==> config.mk <==
export PLATFORM = sky130hd
export DESIGN_NAME = wav_stream_to_stereo_pcm16
export DESIGN_NICKNAME = d
export VERILOG_FILES = /design/src/hw/rtl/wsp_pkg.sv /design/src/hw/rtl/wsp_parser.sv /design/src/hw/rtl/wsp_out_fifo.sv /design/src/hw/rtl/wav_stream_to_stereo_pcm16.sv
export SDC_FILE = /design/constraint.sdc
export NUM_CORES = 1
export LEC_CHECK = 0
export ABC_AREA = 1
export BUFFER_PORTS_ARGS = -buffer_cell sky130_fd_sc_hd__buf_2
export CAP_MARGIN = 20
export CORE_MARGIN = 2
export CORE_UTILIZATION = 30
export CTS_CLUSTER_DIAMETER = 120
export CTS_CLUSTER_SIZE = 30
export DETAILED_ROUTE_END_ITERATION = 6
export PLACE_DENSITY = 0.58
export SLEW_MARGIN = 20
export SYNTH_ARGS = -nofsm -noshare
export SYNTH_HDL_FRONTEND = slang
export SYNTH_HIERARCHICAL = 1
export SYNTH_SLANG_ARGS = --single-unit
==> constraint.sdc <==
create_clock -name clk -period 5.67 [get_ports clk]
set_input_delay 0.567 -clock clk [delete_from_list [all_inputs] [get_ports clk]]
set_output_delay 0.567 -clock clk [all_outputs]
set_load 0.02 [all_outputs]
==> src/hw/rtl/wsp_pkg.sv <==
// shared types and constants for the wav stream to stereo pcm16 parser
package wsp_pkg;

	localparam logic [31:0] TAG_RIFF = 32'h4646_4952;
	localparam logic [31:0] TAG_WAVE = 32'h4556_4157;
	localparam logic [31:0] TAG_FMT  = 32'h2074_6D66;
	localparam logic [31:0] TAG_DATA = 32'h6174_6164;

	localparam logic [31:0] MIN_FILE_BYTES = 32'd44;
	localparam logic [7:0]  PCM_OFFSET     = 8'd128;

	localparam int OUT_TDATA_W = 72;
	localparam int FIFO_DEPTH  = 4;
	localparam int FIFO_AW     = $clog2(FIFO_DEPTH);

	typedef enum logic [2:0] {
		PH_HEADER,
		PH_CHDR,
		PH_FMT,
		PH_DATA,
		PH_SKIP,
		PH_IGNORE
	} phase_t;

	typedef enum logic [2:0] {
		ST_OK,
		ST_SHORT,
		ST_BAD_TAG,
		ST_OVERRUN,
		ST_MISSING,
		ST_NOT_PCM,
		ST_BAD_BITS,
		ST_BAD_CHAN
	} status_t;

	typedef struct packed {
		logic        kind;
		logic [15:0] left_sample;
		logic [15:0] right_sample;
		status_t     status_code;
		logic [31:0] rate_hz;
		logic        is_last;
	} result_t;

	// up to two results per byte, a first then b
	typedef struct packed {
		logic    va;
		result_t a;
		logic    vb;
		result_t b;
	} push_t;

	function automatic logic [15:0] conv8(input logic [7:0] b);
		logic [7:0] d;
		d = b - PCM_OFFSET;
		return {d, 8'h00};
	endfunction

endpackage

==> src/hw/rtl/wsp_parser.sv <==
// byte-level riff/wave chunk walker and pcm frame converter
module wsp_parser (
	input  logic          clk,
	input  logic          arst_n,
	input  logic          en,
	input  logic [7:0]    file_byte,
	input  logic          end_of_file,
	output wsp_pkg::push_t push
);
	import wsp_pkg::*;

	phase_t      phase_q, phase_n;
	logic [31:0] total_q, total_n;
	logic [31:0] tag_q, tag_n;
	logic [31:0] len_q, len_n;
	logic [31:0] off_q, off_n;
	logic [15:0] fmt_q, fmt_n;
	logic [15:0] chan_q, chan_n;
	logic [31:0] rate_q, rate_n;
	logic [15:0] bits_q, bits_n;
	logic        seen_fmt_q, seen_fmt_n;
	logic        seen_data_q, seen_data_n;
	logic [16:0] fbi_q, fbi_n;
	logic [15:0] hl_q, hl_n;
	logic [7:0]  hlb_q, hlb_n;
	status_t     err_q, err_n;

	logic        emit;
	logic [15:0] frame_l;
	logic [15:0] frame_r;
	status_t     stat;
	logic [31:0] stat_rate;

	function automatic status_t check_data(input logic sf, input logic [31:0] ln,
		input logic [15:0] ch, input logic [31:0] rt, input logic [15:0] fc,
		input logic [15:0] sb);
		status_t c;
		if (!sf || ln == 32'd0 || ch == 16'd0 || rt == 32'd0) c = ST_MISSING;
		else if (fc != 16'd1) c = ST_NOT_PCM;
		else if (sb == 16'd16) c = (ch > 16'd2) ? ST_BAD_CHAN : ST_OK;
		else if (sb == 16'd8) c = ST_OK;
		else c = ST_BAD_BITS;
		return c;
	endfunction

	always_comb begin
		logic [31:0] pos;
		logic [32:0] body;
		logic [16:0] fb;
		logic [17:0] inext;
		status_t     c;
		logic        mono;

		pos = off_q;
		phase_n = phase_q;
		total_n = (total_q != 32'hFFFF_FFFF) ? total_q + 32'd1 : total_q;
		tag_n = tag_q;
		len_n = len_q;
		off_n = off_q;
		fmt_n = fmt_q;
		chan_n = chan_q;
		rate_n = rate_q;
		bits_n = bits_q;
		seen_fmt_n = seen_fmt_q;
		seen_data_n = seen_data_q;
		fbi_n = fbi_q;
		hl_n = hl_q;
		hlb_n = hlb_q;
		err_n = err_q;
		emit = 1'b0;
		frame_l = 16'd0;
		frame_r = 16'd0;
		body = {1'b0, len_q} + {32'd0, len_q[0]};
		mono = (chan_q == 16'd1);
		fb = (bits_q == 16'd16) ? {chan_q, 1'b0} : {1'b0, chan_q};
		inext = {1'b0, fbi_q} + 18'd1;
		c = ST_OK;

		case (phase_q)
			PH_HEADER: begin
				tag_n = {file_byte, tag_q[31:8]};
				off_n = pos + 32'd1;
				if (pos == 32'd3 && tag_n != TAG_RIFF) begin
					err_n = ST_BAD_TAG;
					phase_n = PH_IGNORE;
				end else if (pos == 32'd11) begin
					if (tag_n != TAG_WAVE) begin
						err_n = ST_BAD_TAG;
						phase_n = PH_IGNORE;
					end else begin
						phase_n = PH_CHDR;
						off_n = 32'd0;
					end
				end
			end
			PH_CHDR: begin
				if (pos < 32'd4) begin
					tag_n = {file_byte, tag_q[31:8]};
					if (pos == 32'd0) len_n = 32'd0;
				end else begin
					len_n[{pos[1:0], 3'b000} +: 8] = len_q[{pos[1:0], 3'b000} +: 8] | file_byte;
				end
				off_n = pos + 32'd1;
				if (pos >= 32'd7) begin
					off_n = 32'd0;
					if (tag_n == TAG_FMT && len_n >= 32'd16 && !seen_data_q) begin
						seen_fmt_n = 1'b1;
						phase_n = PH_FMT;
					end else if (tag_n == TAG_DATA && !seen_data_q) begin
						seen_data_n = 1'b1;
						c = check_data(seen_fmt_q, len_n, chan_q, rate_q, fmt_q, bits_q);
						fbi_n = 17'd0;
						if (c != ST_OK) begin
							err_n = c;
							phase_n = PH_SKIP;
						end else begin
							phase_n = PH_DATA;
						end
					end else begin
						phase_n = PH_SKIP;
					end
					if (len_n == 32'd0) phase_n = PH_CHDR;
				end
			end
			PH_FMT, PH_DATA, PH_SKIP: begin
				if (phase_q == PH_FMT) begin
					if (pos < 32'd2) fmt_n[{pos[0], 3'b000} +: 8] = file_byte;
					else if (pos < 32'd4) chan_n[{pos[0], 3'b000} +: 8] = file_byte;
					else if (pos < 32'd8) rate_n[{pos[1:0], 3'b000} +: 8] = file_byte;
					else if (pos == 32'd14 || pos == 32'd15)
						bits_n[{pos[0], 3'b000} +: 8] = file_byte;
				end else if (phase_q == PH_DATA && pos < len_q) begin
					if (bits_q == 16'd16) begin
						if (fbi_q == 17'd0 || fbi_q == 17'd2) begin
							hlb_n = file_byte;
						end else if (fbi_q == 17'd1) begin
							hl_n = {file_byte, hlb_q};
							emit = mono;
						end else begin
							emit = 1'b1;
						end
						frame_l = hl_n;
						frame_r = mono ? hl_n : {file_byte, hlb_n};
					end else begin
						if (fbi_q == 17'd0) hl_n = conv8(file_byte);
						else if (fbi_q == 17'd1) hlb_n = file_byte;
						emit = (inext == {1'b0, fb});
						frame_l = hl_n;
						frame_r = mono ? hl_n : conv8(hlb_n);
					end
					fbi_n = (inext >= {1'b0, fb}) ? 17'd0 : inext[16:0];
				end
				if ({1'b0, pos} + 33'd1 >= body) begin
					phase_n = PH_CHDR;
					off_n = 32'd0;
				end else begin
					off_n = pos + 32'd1;
				end
			end
			default: begin
			end
		endcase

		if (total_n < MIN_FILE_BYTES) stat = ST_SHORT;
		else if (err_n == ST_BAD_TAG) stat = ST_BAD_TAG;
		else if (phase_n == PH_FMT || phase_n == PH_DATA || phase_n == PH_SKIP) stat = ST_OVERRUN;
		else if (err_n != ST_OK) stat = err_n;
		else if (!seen_data_n) stat = ST_MISSING;
		else stat = ST_OK;
		stat_rate = rate_n;

		// end of file returns the parser to reset
		if (end_of_file) begin
			phase_n = PH_HEADER;
			total_n = 32'd0;
			tag_n = 32'd0;
			len_n = 32'd0;
			off_n = 32'd0;
			fmt_n = 16'd0;
			chan_n = 16'd0;
			rate_n = 32'd0;
			bits_n = 16'd0;
			seen_fmt_n = 1'b0;
			seen_data_n = 1'b0;
			fbi_n = 17'd0;
			hl_n = 16'd0;
			hlb_n = 8'd0;
			err_n = ST_OK;
		end
	end

	always_comb begin
		result_t fr;
		result_t st;
		fr = '{kind: 1'b0, left_sample: frame_l, right_sample: frame_r,
			status_code: ST_OK, rate_hz: 32'd0, is_last: 1'b0};
		st = '{kind: 1'b1, left_sample: 16'd0, right_sample: 16'd0,
			status_code: stat, rate_hz: stat_rate, is_last: 1'b1};
		push.va = en && (emit || end_of_file);
		push.a  = emit ? fr : st;
		push.vb = en && emit && end_of_file;
		push.b  = st;
	end

	always_ff @(posedge clk or negedge arst_n) begin
		if (!arst_n) begin
			phase_q <= PH_HEADER;
			total_q <= 32'd0;
			tag_q <= 32'd0;
			len_q <= 32'd0;
			off_q <= 32'd0;
			fmt_q <= 16'd0;
			chan_q <= 16'd0;
			rate_q <= 32'd0;
			bits_q <= 16'd0;
			seen_fmt_q <= 1'b0;
			seen_data_q <= 1'b0;
			fbi_q <= 17'd0;
			hl_q <= 16'd0;
			hlb_q <= 8'd0;
			err_q <= ST_OK;
		end else if (en) begin
			phase_q <= phase_n;
			total_q <= total_n;
			tag_q <= tag_n;
			len_q <= len_n;
			off_q <= off_n;
			fmt_q <= fmt_n;
			chan_q <= chan_n;
			rate_q <= rate_n;
			bits_q <= bits_n;
			seen_fmt_q <= seen_fmt_n;
			seen_data_q <= seen_data_n;
			fbi_q <= fbi_n;
			hl_q <= hl_n;
			hlb_q <= hlb_n;
			err_q <= err_n;
		end
	end

endmodule

==> src/hw/rtl/wsp_out_fifo.sv <==
// result queue taking up to two results per cycle and giving one per transfer
module wsp_out_fifo (
	input  logic             clk,
	input  logic             arst_n,
	input  wsp_pkg::push_t   push,
	output logic             room,
	output logic             out_valid,
	input  logic             out_ready,
	output wsp_pkg::result_t out_data
);
	import wsp_pkg::*;

	result_t              mem_q [FIFO_DEPTH];
	logic [FIFO_AW-1:0]   wr_q;
	logic [FIFO_AW-1:0]   rd_q;
	logic [FIFO_AW:0]     count_q;
	logic                 pop;
	logic [1:0]           npush;

	assign out_valid = (count_q != '0);
	assign out_data  = mem_q[rd_q];
	assign pop       = out_valid && out_ready;
	assign npush     = {1'b0, push.va} + {1'b0, push.vb};
	// two free entries needed before the parser may take a byte
	assign room      = (count_q <= (FIFO_AW + 1)'(FIFO_DEPTH - 2));

	always_ff @(posedge clk) begin
		if (push.va) mem_q[wr_q] <= push.a;
		if (push.vb) mem_q[wr_q + FIFO_AW'(1)] <= push.b;
	end

	always_ff @(posedge clk or negedge arst_n) begin
		if (!arst_n) begin
			wr_q <= '0;
			rd_q <= '0;
			count_q <= '0;
		end else begin
			wr_q <= wr_q + FIFO_AW'(npush);
			if (pop) rd_q <= rd_q + FIFO_AW'(1);
			count_q <= count_q + (FIFO_AW + 1)'(npush) - (FIFO_AW + 1)'(pop);
		end
	end

	a_no_overflow: assert property (@(posedge clk) disable iff (!arst_n)
		(push.va || push.vb) |-> count_q <= (FIFO_AW + 1)'(FIFO_DEPTH - 2))
		else $error("result pushed without two free entries");

	a_b_after_a: assert property (@(posedge clk) disable iff (!arst_n)
		push.vb |-> (push.va && !push.a.kind && push.b.kind))
		else $error("second result without a frame ahead of it");

	a_status_last: assert property (@(posedge clk) disable iff (!arst_n)
		out_valid |-> (out_data.kind == out_data.is_last))
		else $error("status result and last flag disagree");

endmodule

==> src/hw/rtl/wav_stream_to_stereo_pcm16.sv <==
// top level of the wav byte stream to stereo pcm16 frame parser
// One file byte is taken per cycle while the queue has room, parsed in a
// single pass from an input register into a four-entry result queue; a
// frame reaches the master side once its last byte has passed the input
// register into the queue. The byte marked by tlast gives a status transfer
// (tuser high, tlast high, rate in tdata) after any frame it completes, so
// that byte costs up to two output transfers. The slave side accepts a byte
// in every cycle while the result queue holds two or fewer entries, which a
// master side taking one transfer per cycle always allows. After the status
// transfer the parser is back in reset and the next byte starts a new file.
module wav_stream_to_stereo_pcm16 (
	input  logic        clk,
	input  logic        arst_n,
	input  logic        s_axis_tvalid,
	output logic        s_axis_tready,
	input  logic [7:0]  s_axis_tdata,  // file_byte
	input  logic        s_axis_tlast,  // end_of_file
	output logic        m_axis_tvalid,
	input  logic        m_axis_tready,
	output logic [wsp_pkg::OUT_TDATA_W-1:0] m_axis_tdata,
	// left_sample[15:0], right_sample[31:16], status_code[34:32], rate_hz[66:35]
	output logic        m_axis_tuser,  // kind
	output logic        m_axis_tlast   // is_last
);
	import wsp_pkg::*;

	logic       v_s1;
	logic [7:0] byte_s1;
	logic       eof_s1;
	logic       room;
	logic       consume;
	push_t      push;
	result_t    res;

	assign consume       = v_s1 && room;
	assign s_axis_tready = !v_s1 || consume;

	always_ff @(posedge clk or negedge arst_n) begin
		if (!arst_n) begin
			v_s1 <= 1'b0;
		end else if (s_axis_tready) begin
			v_s1 <= s_axis_tvalid;
		end
	end

	always_ff @(posedge clk) begin
		if (s_axis_tvalid && s_axis_tready) begin
			byte_s1 <= s_axis_tdata;
			eof_s1 <= s_axis_tlast;
		end
	end

	wsp_parser u_parser (
		.clk         (clk),
		.arst_n      (arst_n),
		.en          (consume),
		.file_byte   (byte_s1),
		.end_of_file (eof_s1),
		.push        (push)
	);

	wsp_out_fifo u_fifo (
		.clk       (clk),
		.arst_n    (arst_n),
		.push      (push),
		.room      (room),
		.out_valid (m_axis_tvalid),
		.out_ready (m_axis_tready),
		.out_data  (res)
	);

	assign m_axis_tdata = {5'd0, res.rate_hz, res.status_code, res.right_sample,
		res.left_sample};
	assign m_axis_tuser = res.kind;
	assign m_axis_tlast = res.is_last;

endmodule
==> impl_metrics.env <==
export IMPL_status="completed"
export IMPL_h_tree_depth=1
export IMPL_reg2reg_to="u_fifo/mem_q[3][35]"
export IMPL_die_w_um=344
export IMPL_min_path_type="input port to asynchronous set/reset pin"
export IMPL_ios=89
export IMPL_rr_startpoint="u_parser/len_q[0]"
export IMPL_place_hpwl_um=69800
export IMPL_crit_type="register to register"
export IMPL_post_route_min_period_ns=5.06
export IMPL_synth_fa_ha_area_share_pct=3.55
export IMPL_cp_arrival_ns=5.53
export IMPL_r2r_cells=31
export IMPL_hold_viol=0
export IMPL_finalCritPeriodShare_pct=89.2
export IMPL_critical_path_endpoint_type="register"
export IMPL_port_buffers=83
export IMPL_coreArea_um2=115000
export IMPL_areaGrowthSynthToFinish_pct=6.83
export IMPL_synth_cell_area_um2=34800
export IMPL_final_nets=4710
export IMPL_antennaDiodeCount=0
export IMPL_cp_top_family="simple AND/OR/NAND/NOR gates"
export IMPL_synth_edff_count=285
export IMPL_max_freq_mhz=198
export IMPL_ys_dominant_reg_cell="edfxtp_1"
export IMPL_grt_pass1_vias=28138
export IMPL_ys_seq_area_share_pct=43.7
export IMPL_gp_congestion=0.898
export IMPL_tns_ns=0
export IMPL_maxCapViolations=0
export IMPL_post_cts_setup_buffer_count=0
export IMPL_p_sw_mw=6.54
export IMPL_initial_core_util_pct=30.3
export IMPL_cts_buffer_depth=3
export IMPL_async_flop_share_pct=48.2
export IMPL_power_leakage_nw=15.3
export IMPL_slew_violations=0
export IMPL_postPlaceCellArea_um2=36400
export IMPL_drive_gt1_share_pct=5.41
export IMPL_drtIter0Drc=2685
export IMPL_via_per_inst=4.96
export IMPL_antenna_found_initial=2
export IMPL_drt_pre_antenna_iters=6
export IMPL_required_ns=6.15
export IMPL_die_y_um=344
export IMPL_cts_root_buf="clkbuf_16"
export IMPL_synth_compound_area_share_pct=15.3
export IMPL_numCtsBuffers=24
export IMPL_grt_usage_pct=16.8
export IMPL_power_internal_mw=7.42
export IMPL_pwr_share_seq_pct=37.5
export IMPL_cp_startpoint="u_parser/len_q[0]"
export IMPL_synth_cells=4653
export IMPL_synth_area_mux_share_pct=0
export IMPL_fin_util_pct=32.4
export IMPL_synth_xor_area_share_pct=2.07
export IMPL_die_area_um2=119000
export IMPL_sw_frac_of_total_pct=46.9
export IMPL_path_max_fanout=5
export IMPL_overflow=0
export IMPL_slowest_stage="dfrtp_1"
export IMPL_cts_sinks=550
export IMPL_yosysWarnings=6
export IMPL_cts_tree="done"
export IMPL_row_count=124
export IMPL_ant_nets=0
export IMPL_vdd_drop_max_v=0.000298
export IMPL_fin_area_um2=37200
export IMPL_fin_skew_ns=0.0519
export IMPL_tightest_slew_ns=1.02
export IMPL_slowest_delay_ns=0.43
export IMPL_path_common_cell="nor2_1"
export IMPL_endpoint="u_fifo/mem_q[3][35]"
export IMPL_synth_cell_types=59
export IMPL_grt_max_degree=139
export IMPL_route_detailed_drc=0
export IMPL_grt_pass1_wl_um=159000
export IMPL_vias=30387
export IMPL_layoutNonFillerInstCount=6129
export IMPL_p_comb_share_pct=46.3
export IMPL_rsz0062_at_grt="no"
export IMPL_crit_cells=31
export IMPL_r2r_slack_ns=0.61
export IMPL_cp_num_buf_inv=2
export IMPL_slew_headroom_pct=31.8
export IMPL_avgSynthCellArea_um2=7.47
export IMPL_wl_per_cell_um=16.7
export IMPL_clkTransAtPathRegs_ns=0.12
export IMPL_pwr_share_clk_pct=16.3
export IMPL_yosys_register_bits=550
export IMPL_setup_viol=0
export IMPL_power_density_nw_per_um2=376
export IMPL_synthSimpleGateAreaFrac_pct=25.0
export IMPL_clock_latency_ns=0.63
export IMPL_wl_um=102000
export IMPL_dp_cells=6085
export IMPL_synth_top_family_by_area="simple AND/OR/NAND/NOR gates"
export IMPL_start_kind="register"
## per-stage QoR
| step | total power, mW | hold WS (ns) | setup WS (ns) |
|---|---|---|---|
| after detailed placement | 11.8 | 0.472 | 0.465 |
| after floorplan | 9.61 | 0.271 | 0.393 |
| after global placement | 11.7 | 0.463 | 0.583 |
| after CTS | 14.0 | 0.0517 | 0.388 |
| final | 14.0 | 0.0129 | 0.614 |
| after global routing | 15.0 | 0.0736 | 0.0361 |
## placed cells by master (no fill, tap or decap), drive strengths merged, types with 2 or more instances in the layout
cell	n
nor3b	3
or2	3
xnor2	4
ha	97
buf	147
nand3b	2
and3	2
a32oi	6
a31oi	18
a21boi	2
nor3	59
a211oi	3
inv	544
a21oi	81
conb	39
nor4	52
a2bb2oi	6
a221oi	9
nand3	126
edfxtp	285
xor2	78
o21a	9
o21ai	701
o311ai	2
o31ai	22
a22o	4
o22ai	89
clkinv	11
nor2	437
o211ai	17
clkbuf	37
o221ai	2
nand2	1381
o32ai	3
nand4	63
dfrtp	265
a32o	2
## registers in the layout (all words and copies together), names as in the netlist, 17 cells and up
| name | count |
|---|---|
| u_parser/len_q | 32 |
| u_fifo/mem_q | 276 |
| u_parser/off_q | 32 |
| u_parser/total_q | 32 |
| u_parser/fbi_q | 17 |
| u_parser/tag_q | 32 |
| u_parser/rate_q | 32 |
## cell usage after synthesis (5+ instances only)
| cell type | count | share of area [%] |
|---|---|---|
| dfrtp_1 | 265 | 19 |
| nand4_1 | 63 | 1.1 |
| a31oi_1 | 18 | 0.32 |
| nand2_2 | 14 | 0.25 |
| buf_6 | 28 | 0.91 |
| clkinv_1 | 7 | 0.076 |
| ha_1 | 97 | 3.5 |
| o21ai_0 | 588 | 8.5 |
| nand3_1 | 121 | 1.7 |
| a2bb2oi_1 | 6 | 0.15 |
| nor3_1 | 56 | 0.81 |
| buf_1 | 8 | 0.086 |
| xor2_1 | 78 | 2.0 |
| inv_2 | 7 | 0.076 |
| nand2_1 | 1366 | 15 |
| a21oi_1 | 81 | 1.2 |
| o21ai_1 | 109 | 1.6 |
| nand3_2 | 5 | 0.14 |
| a32oi_1 | 6 | 0.15 |
| inv_1 | 534 | 5.8 |
| o211ai_1 | 16 | 0.35 |
| buf_2 | 47 | 0.68 |
| o22ai_1 | 89 | 1.6 |
| buf_4 | 76 | 1.6 |
| a221oi_1 | 9 | 0.23 |
| clkbuf_1 | 102 | 1.1 |
| nor2_1 | 423 | 4.6 |
| nor4_1 | 51 | 0.92 |
| o21a_1 | 9 | 0.19 |
| nor2_2 | 11 | 0.20 |
| edfxtp_1 | 285 | 25 |
| o31ai_1 | 22 | 0.47 |
## worst reg2reg max path, delay by kind of cell, from the launching register on
kind | cells | cell delay [ns]
flops | 1 | 0.43
compound gates | 7 | 0.97
buf+inv | 2 | 0.11
simple gates | 20 | 2.81
fa+ha+maj | 2 | 0.57
## cell type report
| type | instances | area (um2) |
|---|---|---|
| clock inverters | 7 | 93.8 |
| inverters | 549 | 2070 |
| clock buffers | 37 | 671 |
| well taps | 1512 | 1890 |
| fillers | 12196 | 77500 |
| flip-flops and latches | 550 | 15200 |
| multi-input cells | 3327 | 16200 |
| repair buffers | 147 | 1010 |
## cell families after synthesis
logic type	count (synthesis)
AOI/OAI and AO/OA	979
xor gates and xnor gates	82
adders and majority gates	98
buffers and inverters	812
DFF	550
other	3
and+or+nand+nor	2129
## worst min-delay path by stage
stage / end / startpoint / slack [ns] / cells after the start
global placement: u_parser/bits_q[5] / u_parser/bits_q[5] / 0.46 / 2
floorplan: u_fifo/count_q[0] / arst_n / 0.27 / 0
detailed placement: u_parser/bits_q[2] / u_parser/bits_q[2] / 0.47 / 2
CTS: u_parser/off_q[11] / arst_n / 0.05 / 1
global route: u_parser/off_q[11] / arst_n / 0.07 / 1
finish: u_parser/off_q[11] / arst_n / 0.01 / 1
## layer usage
metal / vias up / GRT usage [%] / wire length (um)
met5: - / 0 / 22
met4: 4 / 4.49 / 2640
met3: 143 / 1.84 / 5900
met2: 851 / 28.2 / 47400
met1: 14251 / 23.1 / 46200
li1: 15138 / - / -
## power groups by stage
stage	combinational [mW]	clock, mW	sequential, mW
floorplan	4.44	0	5.18
CTS	6.47	2.34	5.23
global route	7.22	2.47	5.31
detailed placement	6.45	0	5.31
global placement	6.41	0	5.30
finish	6.46	2.27	5.23
## timing repair
action                                  in CTS  in global routing
resized for setup                            0                  7
hold buffers                                 0                  0
hold endpoints to repair                     0                  0
endpoints found under the setup margin       0                 47
No activity file was read; power rests on OpenSTA's default activity.
